<file path="config.mk">
export PLATFORM = sky130hd
export DESIGN_NAME = bps_ctrl
export DESIGN_NICKNAME = d
export VERILOG_FILES = /design/src/bps_pkg.sv /design/src/bps_ctrl.sv
export SDC_FILE = /design/constraint.sdc
export NUM_CORES = 1
export LEC_CHECK = 0
export BUFFER_PORTS_ARGS = -buffer_cell sky130_fd_sc_hd__buf_4
export CORE_AREA = 2 2 39 41
export DETAILED_ROUTE_END_ITERATION = 10
export DIE_AREA = 0 0 41 43
export SYNTH_ARGS = -nofsm -noshare
export SYNTH_HDL_FRONTEND = slang
export SYNTH_SLANG_ARGS = --single-unit
</file>
<file path="constraint.sdc">
create_clock -name clk -period 1.28 [get_ports clk]
set_input_delay 0.192 -clock clk [delete_from_list [all_inputs] [get_ports clk]]
set_output_delay 0.192 -clock clk [all_outputs]
set_load 0.01 [all_outputs]
</file>
<file path="src/bps_pkg.sv">
// Shared types and constants of the bilinear pixel sampler.
package bps_pkg;

  localparam int COORD_W   = 16;  // query coordinate width
  localparam int CALC_W    = 26;  // byte address arithmetic width
  localparam int STRIDE_W  = 12;  // row stride in bytes
  localparam int DIM_W     = 9;   // width and height registers
  localparam int LAYER_W   = 3;   // layer count register
  localparam int CH_W      = 2;
  localparam int PIX_W     = 8;
  localparam int WADDR_W   = 18;
  localparam int CFG_IDX_W = 2;

  localparam logic [CFG_IDX_W-1:0] CFG_WIDTH  = 2'd0;
  localparam logic [CFG_IDX_W-1:0] CFG_HEIGHT = 2'd1;
  localparam logic [CFG_IDX_W-1:0] CFG_LAYERS = 2'd2;

  localparam logic [DIM_W-1:0]   WIDTH_RST  = 9'd256;
  localparam logic [DIM_W-1:0]   HEIGHT_RST = 9'd256;
  localparam logic [LAYER_W-1:0] LAYERS_RST = 3'd1;

  typedef enum logic [3:0] {
    ST_IDLE,
    ST_BASE,
    ST_ADDR,
    ST_RD0,
    ST_RD1,
    ST_RD2,
    ST_RD3,
    ST_RD4,
    ST_MUL,
    ST_SUM,
    ST_FIN
  } state_t;

  typedef enum logic [1:0] {
    NBR_00,
    NBR_10,
    NBR_01,
    NBR_11
  } nbr_t;

  typedef struct packed {
    logic wr;       // store one image byte
    logic load;     // latch query coordinates
    logic base;     // row base, column offset, range check
    logic addr;     // first neighbour address, store bound check
    logic rd_en;
    nbr_t rd_nbr;
    logic cap_en;
    nbr_t cap_nbr;
    logic mul;      // first products
    logic sum;      // cross product and partial sum
    logic fin;      // final sum, clamp, present result
  } dp_cmd_t;

  typedef struct packed {
    logic err;
  } dp_sts_t;

endpackage

</file>
<file path="src/bps_ctrl.sv">
// Sequencer of the bilinear pixel sampler: issues byte writes and steps one query through the datapath.
module bps_ctrl (
  input  logic              clk,
  input  logic              rst,
  input  logic              start,
  input  logic              operation,
  input  bps_pkg::dp_sts_t  sts,
  output logic              busy,
  output bps_pkg::dp_cmd_t  cmd
);
  import bps_pkg::*;

  state_t state, state_next;

  always_ff @(posedge clk) begin
    if (rst) begin
      state <= ST_IDLE;
    end else begin
      state <= state_next;
    end
  end

  always_comb begin
    state_next  = state;
    busy        = 1'b1;
    cmd         = '0;
    cmd.rd_nbr  = NBR_00;
    cmd.cap_nbr = NBR_00;
    unique case (state)
      ST_IDLE: begin
        busy = 1'b0;
        if (start) begin
          if (operation) begin
            cmd.load   = 1'b1;
            state_next = ST_BASE;
          end else begin
            cmd.wr = 1'b1;
          end
        end
      end
      ST_BASE: begin
        cmd.base   = 1'b1;
        state_next = ST_ADDR;
      end
      ST_ADDR: begin
        cmd.addr   = 1'b1;
        state_next = sts.err ? ST_FIN : ST_RD0;
      end
      // one read per cycle, data lands in the read register in the cycle after
      ST_RD0: begin
        cmd.rd_en  = 1'b1;
        cmd.rd_nbr = NBR_00;
        state_next = ST_RD1;
      end
      ST_RD1: begin
        cmd.rd_en   = 1'b1;
        cmd.rd_nbr  = NBR_10;
        cmd.cap_en  = 1'b1;
        cmd.cap_nbr = NBR_00;
        state_next  = ST_RD2;
      end
      ST_RD2: begin
        cmd.rd_en   = 1'b1;
        cmd.rd_nbr  = NBR_01;
        cmd.cap_en  = 1'b1;
        cmd.cap_nbr = NBR_10;
        state_next  = ST_RD3;
      end
      ST_RD3: begin
        cmd.rd_en   = 1'b1;
        cmd.rd_nbr  = NBR_11;
        cmd.cap_en  = 1'b1;
        cmd.cap_nbr = NBR_01;
        state_next  = ST_RD4;
      end
      ST_RD4: begin
        cmd.cap_en  = 1'b1;
        cmd.cap_nbr = NBR_11;
        state_next  = ST_MUL;
      end
      ST_MUL: begin
        cmd.mul    = 1'b1;
        state_next = ST_SUM;
      end
      ST_SUM: begin
        cmd.sum    = 1'b1;
        state_next = ST_FIN;
      end
      ST_FIN: begin
        cmd.fin    = 1'b1;
        state_next = ST_IDLE;
      end
      default: begin
        state_next = ST_IDLE;
      end
    endcase
  end

endmodule

</file>
==> results of run 1 <==
==> metal layers <==
layer  global-route usage, %  wire, um
met1                   12.90       368
met2                   15.00       523
met3                   9.424        71
met4                   6.000         0
met5                       0         0
==> cells in the final DEF, fill, tap and decap left out <==
master                      n
sky130_fd_sc_hd__and2_1     2
sky130_fd_sc_hd__nor2_1     7
sky130_fd_sc_hd__or2b_1     1
sky130_fd_sc_hd__nor3_1     1
sky130_fd_sc_hd__and2b_2    1
sky130_fd_sc_hd__nor4_4     1
sky130_fd_sc_hd__nor3_2     3
sky130_fd_sc_hd__nand2_1    3
sky130_fd_sc_hd__o22a_2     1
sky130_fd_sc_hd__buf_6      3
sky130_fd_sc_hd__and3_1     1
sky130_fd_sc_hd__dfxtp_4    3
sky130_fd_sc_hd__nor4b_1    1
sky130_fd_sc_hd__nand2b_4   2
sky130_fd_sc_hd__nand2b_1   1
sky130_fd_sc_hd__dfxtp_2    1
sky130_fd_sc_hd__o21a_1     1
sky130_fd_sc_hd__inv_1      2
sky130_fd_sc_hd__or2_4      1
sky130_fd_sc_hd__and3b_1    1
sky130_fd_sc_hd__buf_4     23
sky130_fd_sc_hd__a221oi_4   1
sky130_fd_sc_hd__xnor2_2    1
sky130_fd_sc_hd__xor2_2     1
sky130_fd_sc_hd__clkbuf_4   3
sky130_fd_sc_hd__o21ai_0    1
sky130_fd_sc_hd__o22ai_1    1
==> where the power goes <==
group / switching, mW / internal [mW] / total, mW
clock: 0.0601 / 0.105 / 0.166
combinational: 0.330 / 0.474 / 0.804
sequential: 0.0944 / 0.182 / 0.276
==> cells by family (layout without fill, tap and decap cells) <==
| kind of cell | count (synthesis) | after routing | share of synthesized area [%] |
|---|---|---|---|
| buffers and inverters | 6 | 31 | 10.86 |
| AND/OR/NAND/NOR | 26 | 26 | 46.82 |
| AO/OA/AOI/OAI | 5 | 5 | 13.11 |
| XOR/XNOR | 2 | 2 | 5.244 |
| flip-flops | 4 | 4 | 23.97 |
==> how the worst max path moves through the flow <==
stage / slack [ns] / to / depth (start not counted)
final: -0.12 / cmd[3] / 4
after CTS: -0.13 / cmd[3] / 4
after detailed placement: 0.02 / cmd[8] / 4
after floorplan: 0.05 / cmd[3] / 4
after global placement: 0.03 / cmd[8] / 4
after global routing: -0.21 / cmd[12] / 4
==> final cells by class <==
type	count	area (um^2)
Timing Repair Buffer	26	206.4
Fill cell	148	758.2
Inverter	2	7.507
Clock buffer	3	22.52
Sequential cell	4	92.59
Multi-Input combinational cell	33	276.5
Tap cell	16	20.02
==> through the flow <==
stage	hold slack, ns	area (um^2)
3_3_place_gp	0.3837	490.5
6_report	0.1525	625.6
2_1_floorplan	0.2631	334.1
3_5_place_dp	0.3880	490.5
5_1_grt	0.1411	625.6
4_1_cts	0.1328	560.5
==> timing repair <==
item,in CTS,in global routing
resized for setup,9,10
pin swaps,3,3
setup buffers,3,1
endpoints found under the setup margin,14,15
==> metrics.txt, run 1 <==
# TYPE chip_impl_metric gauge
chip_impl_metric{name="timing.final.crit_share",unit="%"} 109.7
chip_impl_metric{name="drtIter0Drc",unit=""} 3
chip_impl_metric{name="area.growth.synth_to_final",unit="%"} 87.27
chip_impl_metric{name="postLayoutCoreUtil",unit="%"} 45.21
chip_impl_metric{name="critical_path_arrival",unit="ns"} 1.21
chip_impl_metric{name="achievable-frequency",unit="MHz"} 712.0
chip_impl_metric{name="diodes",unit=""} 0
chip_impl_metric{name="rrSetupSlack",unit="ns"} 0.02
chip_impl_metric{name="synthesis.instances",unit=""} 43
chip_impl_info{name="end_of_the_worst_hold_path",value="state[1]"} 1
chip_impl_info{name="crit_family",value="simple AND/OR/NAND/NOR gates"} 1
chip_impl_metric{name="grt_max_degree",unit=""} 10
chip_impl_metric{name="tightest_slew",unit="ns"} 0.2682
chip_impl_metric{name="cts_buffers",unit=""} 3
chip_impl_metric{name="hpwlAfterDp",unit="um"} 616.9
chip_impl_metric{name="power_density",unit="mW/mm^2"} 1992
chip_impl_metric{name="layout.cells.non_filler",unit=""} 84
chip_impl_metric{name="dp.cells",unit=""} 77
chip_impl_metric{name="worst_slack_placed",unit="ns"} 0.02087
chip_impl_info{name="largestRegisters",value="state (4)"} 1
chip_impl_metric{name="die_width",unit="um"} 41
chip_impl_metric{name="clock_latency",unit="ns"} 0.24
chip_impl_metric{name="async_reset_ff_share",unit="%"} 0
chip_impl_info{name="clock_tree.root_cell",value="sky130_fd_sc_hd__clkbuf_4"} 1
chip_impl_metric{name="die_h",unit="um"} 43
chip_impl_metric{name="cts_max_path_buffers",unit=""} 2
chip_impl_info{name="yosys-top-cells-count",value="sky130_fd_sc_hd__nor2_1 (7), sky130_fd_sc_hd__dfxtp_1 (4), sky130_fd_sc_hd__nor3_1 (4)"} 1
chip_impl_metric{name="groute.usage.overall",unit="%"} 11.56
chip_impl_metric{name="final_period_minus_worst_setup_slack",unit="ns"} 1.405
chip_impl_metric{name="first_pass_grt_wire_length",unit="um"} 1276
chip_impl_metric{name="finalPower",unit="mW"} 1.246
chip_impl_metric{name="drive_gt1_share",unit="%"} 66.18
chip_impl_metric{name="synth_enable_flop_cells",unit=""} 0
chip_impl_info{name="unrepaired_setup_endpoints_after_global_routing",value="yes"} 1
chip_impl_metric{name="endpoints_failing_hold",unit=""} 0
chip_impl_info{name="setup.worst_path.start",value="state[2]"} 1
chip_impl_metric{name="viasPerCell",unit=""} 4.464
chip_impl_metric{name="crit_path_max_incr_delay",unit="ns"} 0.37
chip_impl_metric{name="max_slew_margin",unit="%"} 81.98
chip_impl_info{name="max_flop_register",value="state"} 1
chip_impl_metric{name="clock_sink_count",unit=""} 4
chip_impl_metric{name="number_of_flip_flops_in_the_largest_register",unit=""} 4
chip_impl_info{name="setup.worst_path.end_class",value="output pin"} 1
chip_impl_info{name="synth_top_area_cell",value="sky130_fd_sc_hd__dfxtp_1"} 1
chip_impl_metric{name="yosys_register_bits",unit=""} 4
chip_impl_metric{name="timing.critical_path.fanout_max",unit=""} 4
chip_impl_metric{name="die_area",unit="mm^2"} 0.001763
chip_impl_info{name="synth_flop_cell",value="sky130_fd_sc_hd__dfxtp_1"} 1
chip_impl_metric{name="post_synth.cell_area_avg",unit="um^2"} 7.769
chip_impl_metric{name="yosysWarnings",unit=""} 0
chip_impl_info{name="timing.hold.worst.class",value="input port to flop"} 1
chip_impl_metric{name="min_path_cells",unit=""} 2
chip_impl_metric{name="totalWireLength",unit="um"} 963
chip_impl_metric{name="fin_tns_setup",unit="ns"} -0.8637
chip_impl_metric{name="cap_violations",unit=""} 0
chip_impl_info{name="failing_checks",value="negative setup slack"} 1
chip_impl_metric{name="coreArea",unit="mm^2"} 0.001384
chip_impl_metric{name="synth.distinct_cells",unit=""} 24
chip_impl_metric{name="route.detailed.drc",unit=""} 0
chip_impl_metric{name="drtPass1Iterations",unit=""} 2
chip_impl_metric{name="reg2regPathDepth",unit=""} 4
chip_impl_metric{name="ios",unit=""} 19
chip_impl_metric{name="crit_required",unit="ns"} 1.09
chip_impl_metric{name="timing_max_transition_violations_final",unit=""} 0
chip_impl_metric{name="place.port_buffers",unit=""} 18
chip_impl_metric{name="yosysTopAreaCellShare",unit="%"} 23.97
chip_impl_info{name="hp-start",value="rst"} 1
chip_impl_metric{name="holdBufCountCts",unit=""} 0
chip_impl_info{name="critical_path_class",value="flop to output pin"} 1
chip_impl_info{name="run_status",value="finished, violations left"} 1
chip_impl_info{name="clock_tree_from_tritoncts",value="built"} 1
chip_impl_info{name="crit_slowest_cell",value="sky130_fd_sc_hd__dfxtp_2"} 1
chip_impl_metric{name="cts_max_level",unit=""} 1
chip_impl_metric{name="fin_nets",unit=""} 75
chip_impl_metric{name="finalClockSkew",unit="ns"} 0.009250
chip_impl_metric{name="vias_in_the_first_global_route",unit=""} 302
chip_impl_info{name="yosys-top-cells-area",value="sky130_fd_sc_hd__dfxtp_1 (24%), sky130_fd_sc_hd__nor2_1 (7.9%), sky130_fd_sc_hd__nor4_4 (6.4%)"} 1
chip_impl_metric{name="synthesis.nets",unit=""} 48
chip_impl_info{name="r2r_end",value="state[0]"} 1
chip_impl_metric{name="p_leak",unit="nW"} 0.3076
chip_impl_metric{name="seq_area_frac_synth",unit="%"} 23.97
chip_impl_metric{name="drt.antenna.violating_nets",unit=""} 0
chip_impl_metric{name="placement_rows",unit=""} 14
chip_impl_metric{name="finalSetupViolCount",unit=""} 13
chip_impl_metric{name="setup_ws",unit="ns"} -0.1246
chip_impl_metric{name="grt_antenna_before_repair",unit=""} 0
chip_impl_info{name="yosys.cell_count.top_type",value="sky130_fd_sc_hd__nor2_1"} 1
chip_impl_metric{name="start_util",unit="%"} 24.14
chip_impl_info{name="r2r_start",value="state[2]"} 1
chip_impl_metric{name="vdd.ir_drop.worst",unit="mV"} 1.122
chip_impl_metric{name="vias",unit=""} 375
chip_impl_metric{name="netlist_area",unit="um^2"} 334.1
chip_impl_metric{name="path_clk_slew",unit="ns"} 0.04
chip_impl_metric{name="detail_route.wl_per_cell",unit="um"} 11.46
chip_impl_metric{name="worst-path-buf-inv",unit=""} 2
chip_impl_info{name="worstPathCellList",value="or2b_1 -> inv_1 -> and2_1 -> buf_4"} 1
chip_impl_metric{name="grt.overflow.total",unit=""} 0
chip_impl_metric{name="gp_congestion",unit=""} 0.7087
chip_impl_info{name="start_kind",value="flop"} 1
(Power assumes the default switching activity.)
==> run 2, diff against run 1 <==
Settings changed: TNS_END_PERCENT set to 20.
==> run 2 against run 1 <==
  * The flow still finishes with violations (negative setup slack)
  * First-iteration DRC count increased by 67%
  * Sequential cell count unchanged
  * Clock skew decreased by 0.0021 ns
  * Register-to-register slack improved by 0.04 ns
  * Sequential share of layout area increased by 1.5 points
  * Critical path depth decreased by 1
  * Largest power group unchanged
==> metrics.txt, run 2 (synthesis gave the netlist of run 1 again) <==
# TYPE chip_impl_metric gauge
chip_impl_metric{name="p_leak",unit="nW"} 0.2845
chip_impl_metric{name="critical_path_arrival",unit="ns"} 1.22
chip_impl_info{name="worstPathCellList",value="nor4_4 -> and3_1 -> buf_4"} 1
chip_impl_metric{name="timing_max_transition_violations_final",unit=""} 0
chip_impl_metric{name="detail_route.wl_per_cell",unit="um"} 9.902
chip_impl_metric{name="final_period_minus_worst_setup_slack",unit="ns"} 1.412
chip_impl_metric{name="cts_max_level",unit=""} 1
chip_impl_info{name="unrepaired_setup_endpoints_after_global_routing",value="yes"} 1
chip_impl_info{name="crit_slowest_cell",value="sky130_fd_sc_hd__dfxtp_4"} 1
chip_impl_metric{name="start_util",unit="%"} 24.14
chip_impl_info{name="critical_path_class",value="flop to output pin"} 1
chip_impl_metric{name="setup_ws",unit="ns"} -0.1321
chip_impl_metric{name="multi_input_area",unit="um^2"} 240.2
chip_impl_metric{name="vias_in_the_first_global_route",unit=""} 298
chip_impl_metric{name="totalWireLength",unit="um"} 812
chip_impl_info{name="clock_tree.root_cell",value="sky130_fd_sc_hd__clkbuf_4"} 1
chip_impl_metric{name="crit_required",unit="ns"} 1.09
chip_impl_info{name="largestRegisters",value="state (4)"} 1
chip_impl_info{name="timing.hold.worst.class",value="input port to flop"} 1
chip_impl_metric{name="timing.final.crit_share",unit="%"} 110.3
chip_impl_metric{name="viasPerCell",unit=""} 4.451
chip_impl_metric{name="worst_slack_placed",unit="ns"} 0.02087
chip_impl_metric{name="drtPass1Iterations",unit=""} 2
chip_impl_metric{name="finalSetupViolCount",unit=""} 13
chip_impl_metric{name="drt.antenna.violating_nets",unit=""} 0
chip_impl_metric{name="holdBufCountCts",unit=""} 0
chip_impl_metric{name="hpwlAfterDp",unit="um"} 616.9
chip_impl_metric{name="place.port_buffers",unit=""} 18
chip_impl_metric{name="cap_violations",unit=""} 0
chip_impl_metric{name="worst-path-buf-inv",unit=""} 1
chip_impl_metric{name="crit_path_max_incr_delay",unit="ns"} 0.36
chip_impl_metric{name="path_clk_slew",unit="ns"} 0.04
chip_impl_metric{name="fin_nets",unit=""} 73
chip_impl_metric{name="achievable-frequency",unit="MHz"} 708.2
chip_impl_metric{name="max_slew_margin",unit="%"} 81.11
chip_impl_metric{name="clock_sink_count",unit=""} 4
chip_impl_metric{name="power_density",unit="mW/mm^2"} 1905
chip_impl_metric{name="ios",unit=""} 19
chip_impl_metric{name="placement_rows",unit=""} 14
chip_impl_metric{name="endpoints_failing_hold",unit=""} 0
chip_impl_metric{name="gp_congestion",unit=""} 0.7087
chip_impl_metric{name="area.growth.synth_to_final",unit="%"} 69.66
chip_impl_metric{name="tightest_slew",unit="ns"} 0.2812
chip_impl_metric{name="die_h",unit="um"} 43
chip_impl_metric{name="drtIter0Drc",unit=""} 5
chip_impl_metric{name="vdd.ir_drop.worst",unit="mV"} 0.9663
chip_impl_metric{name="timing.critical_path.fanout_max",unit=""} 5
chip_impl_info{name="start_kind",value="flop"} 1
chip_impl_metric{name="route.detailed.drc",unit=""} 0
chip_impl_metric{name="vias",unit=""} 365
chip_impl_metric{name="hold_ws",unit="ns"} 0.1371
chip_impl_metric{name="drive_gt1_share",unit="%"} 60.61
chip_impl_metric{name="coreArea",unit="mm^2"} 0.001384
chip_impl_info{name="crit_family",value="simple AND/OR/NAND/NOR gates"} 1
chip_impl_metric{name="clock_latency",unit="ns"} 0.24
chip_impl_metric{name="layout.area.seq",unit="um^2"} 92.59
chip_impl_metric{name="die_area",unit="mm^2"} 0.001763
chip_impl_info{name="failing_checks",value="negative setup slack"} 1
chip_impl_metric{name="die_width",unit="um"} 41
chip_impl_metric{name="finalClockSkew",unit="ns"} 0.007194
chip_impl_metric{name="first_pass_grt_wire_length",unit="um"} 1255
chip_impl_info{name="layout_commonest_cell",value="sky130_fd_sc_hd__buf_4"} 1
chip_impl_info{name="setup.worst_path.end_class",value="output pin"} 1
chip_impl_metric{name="cts_max_path_buffers",unit=""} 2
chip_impl_metric{name="grt_max_degree",unit=""} 10
chip_impl_metric{name="number_of_flip_flops_in_the_largest_register",unit=""} 4
chip_impl_info{name="max_flop_register",value="state"} 1
chip_impl_info{name="run_status",value="finished, violations left"} 1
chip_impl_metric{name="fin_tns_setup",unit="ns"} -0.7267
chip_impl_metric{name="postLayoutCoreUtil",unit="%"} 40.96
chip_impl_metric{name="grt_antenna_before_repair",unit=""} 0
chip_impl_metric{name="cts_buffers",unit=""} 3
chip_impl_info{name="commonest_cells_after_routing_fill_and_taps_aside",value="sky130_fd_sc_hd__buf_4 (23), sky130_fd_sc_hd__nor2_1 (7)"} 1
chip_impl_metric{name="fillers",unit=""} 146
chip_impl_metric{name="groute.usage.overall",unit="%"} 11.46
chip_impl_metric{name="diodes",unit=""} 0
chip_impl_metric{name="grt.overflow.total",unit=""} 0
chip_impl_info{name="clock_tree_from_tritoncts",value="built"} 1
## run 2: changes by cell type in the layout (fill, tap and decap cells not counted), sizes merged
cell  before  now
buf       26   24
## run 2: cell type report
type                            instances  area share [%]
Multi-Input combinational cell         33           42.38
Timing Repair Buffer                   24           32.45
Inverter                                2           1.325
Clock buffer                            3           3.974
Sequential cell                         4           16.34
Tap cell                               16           3.532
## run 2: repair_timing
action,CTS,global route
setup endpoints to repair,14,15
setup buffers,2,0
resized for setup,8,5
pin swaps,3,1
hold endpoints to repair,0,0
## run 2: metrics by stage
stage	cell area, um^2	instances	total power, mW
after floorplan	334.1	43	0.6252
after global placement	490.5	77	0.8253
after detailed placement	490.5	77	0.8259
after CTS	550.5	82	1.057
after global routing	566.8	82	1.190
final	566.8	82	1.080
## run 2: power breakdown
group          leakage (nW)  switching, mW  internal, mW  total, mW
sequential           0.0353         0.0862         0.182      0.268
clock                0.0138         0.0553         0.105      0.160
combinational         0.235          0.278         0.374      0.651
total                 0.285          0.419         0.661       1.08
## run 2: worst paths after layout
path / start / endpoint / slack, ns / depth (start not counted)
worst max register to register: state[1] / state[0] / 0.06 / 4
worst min-delay path: rst / state[1] / 0.14 / 2
worst min register to register: state[3] / state[2] / 0.61 / 2
worst max-delay path: state[1] / cmd[11] / -0.13 / 3
## run 2: layer usage
layer	global-route usage, %	wire length (um)	part of all wire (%)	vias to the layer above
li1	-	-	-	193
met1	13.23	351	43	160
met2	14.37	391	48	12
met3	9.424	70	8.6	0
met4	6.000	0	0	0
met5	0	0	0	-
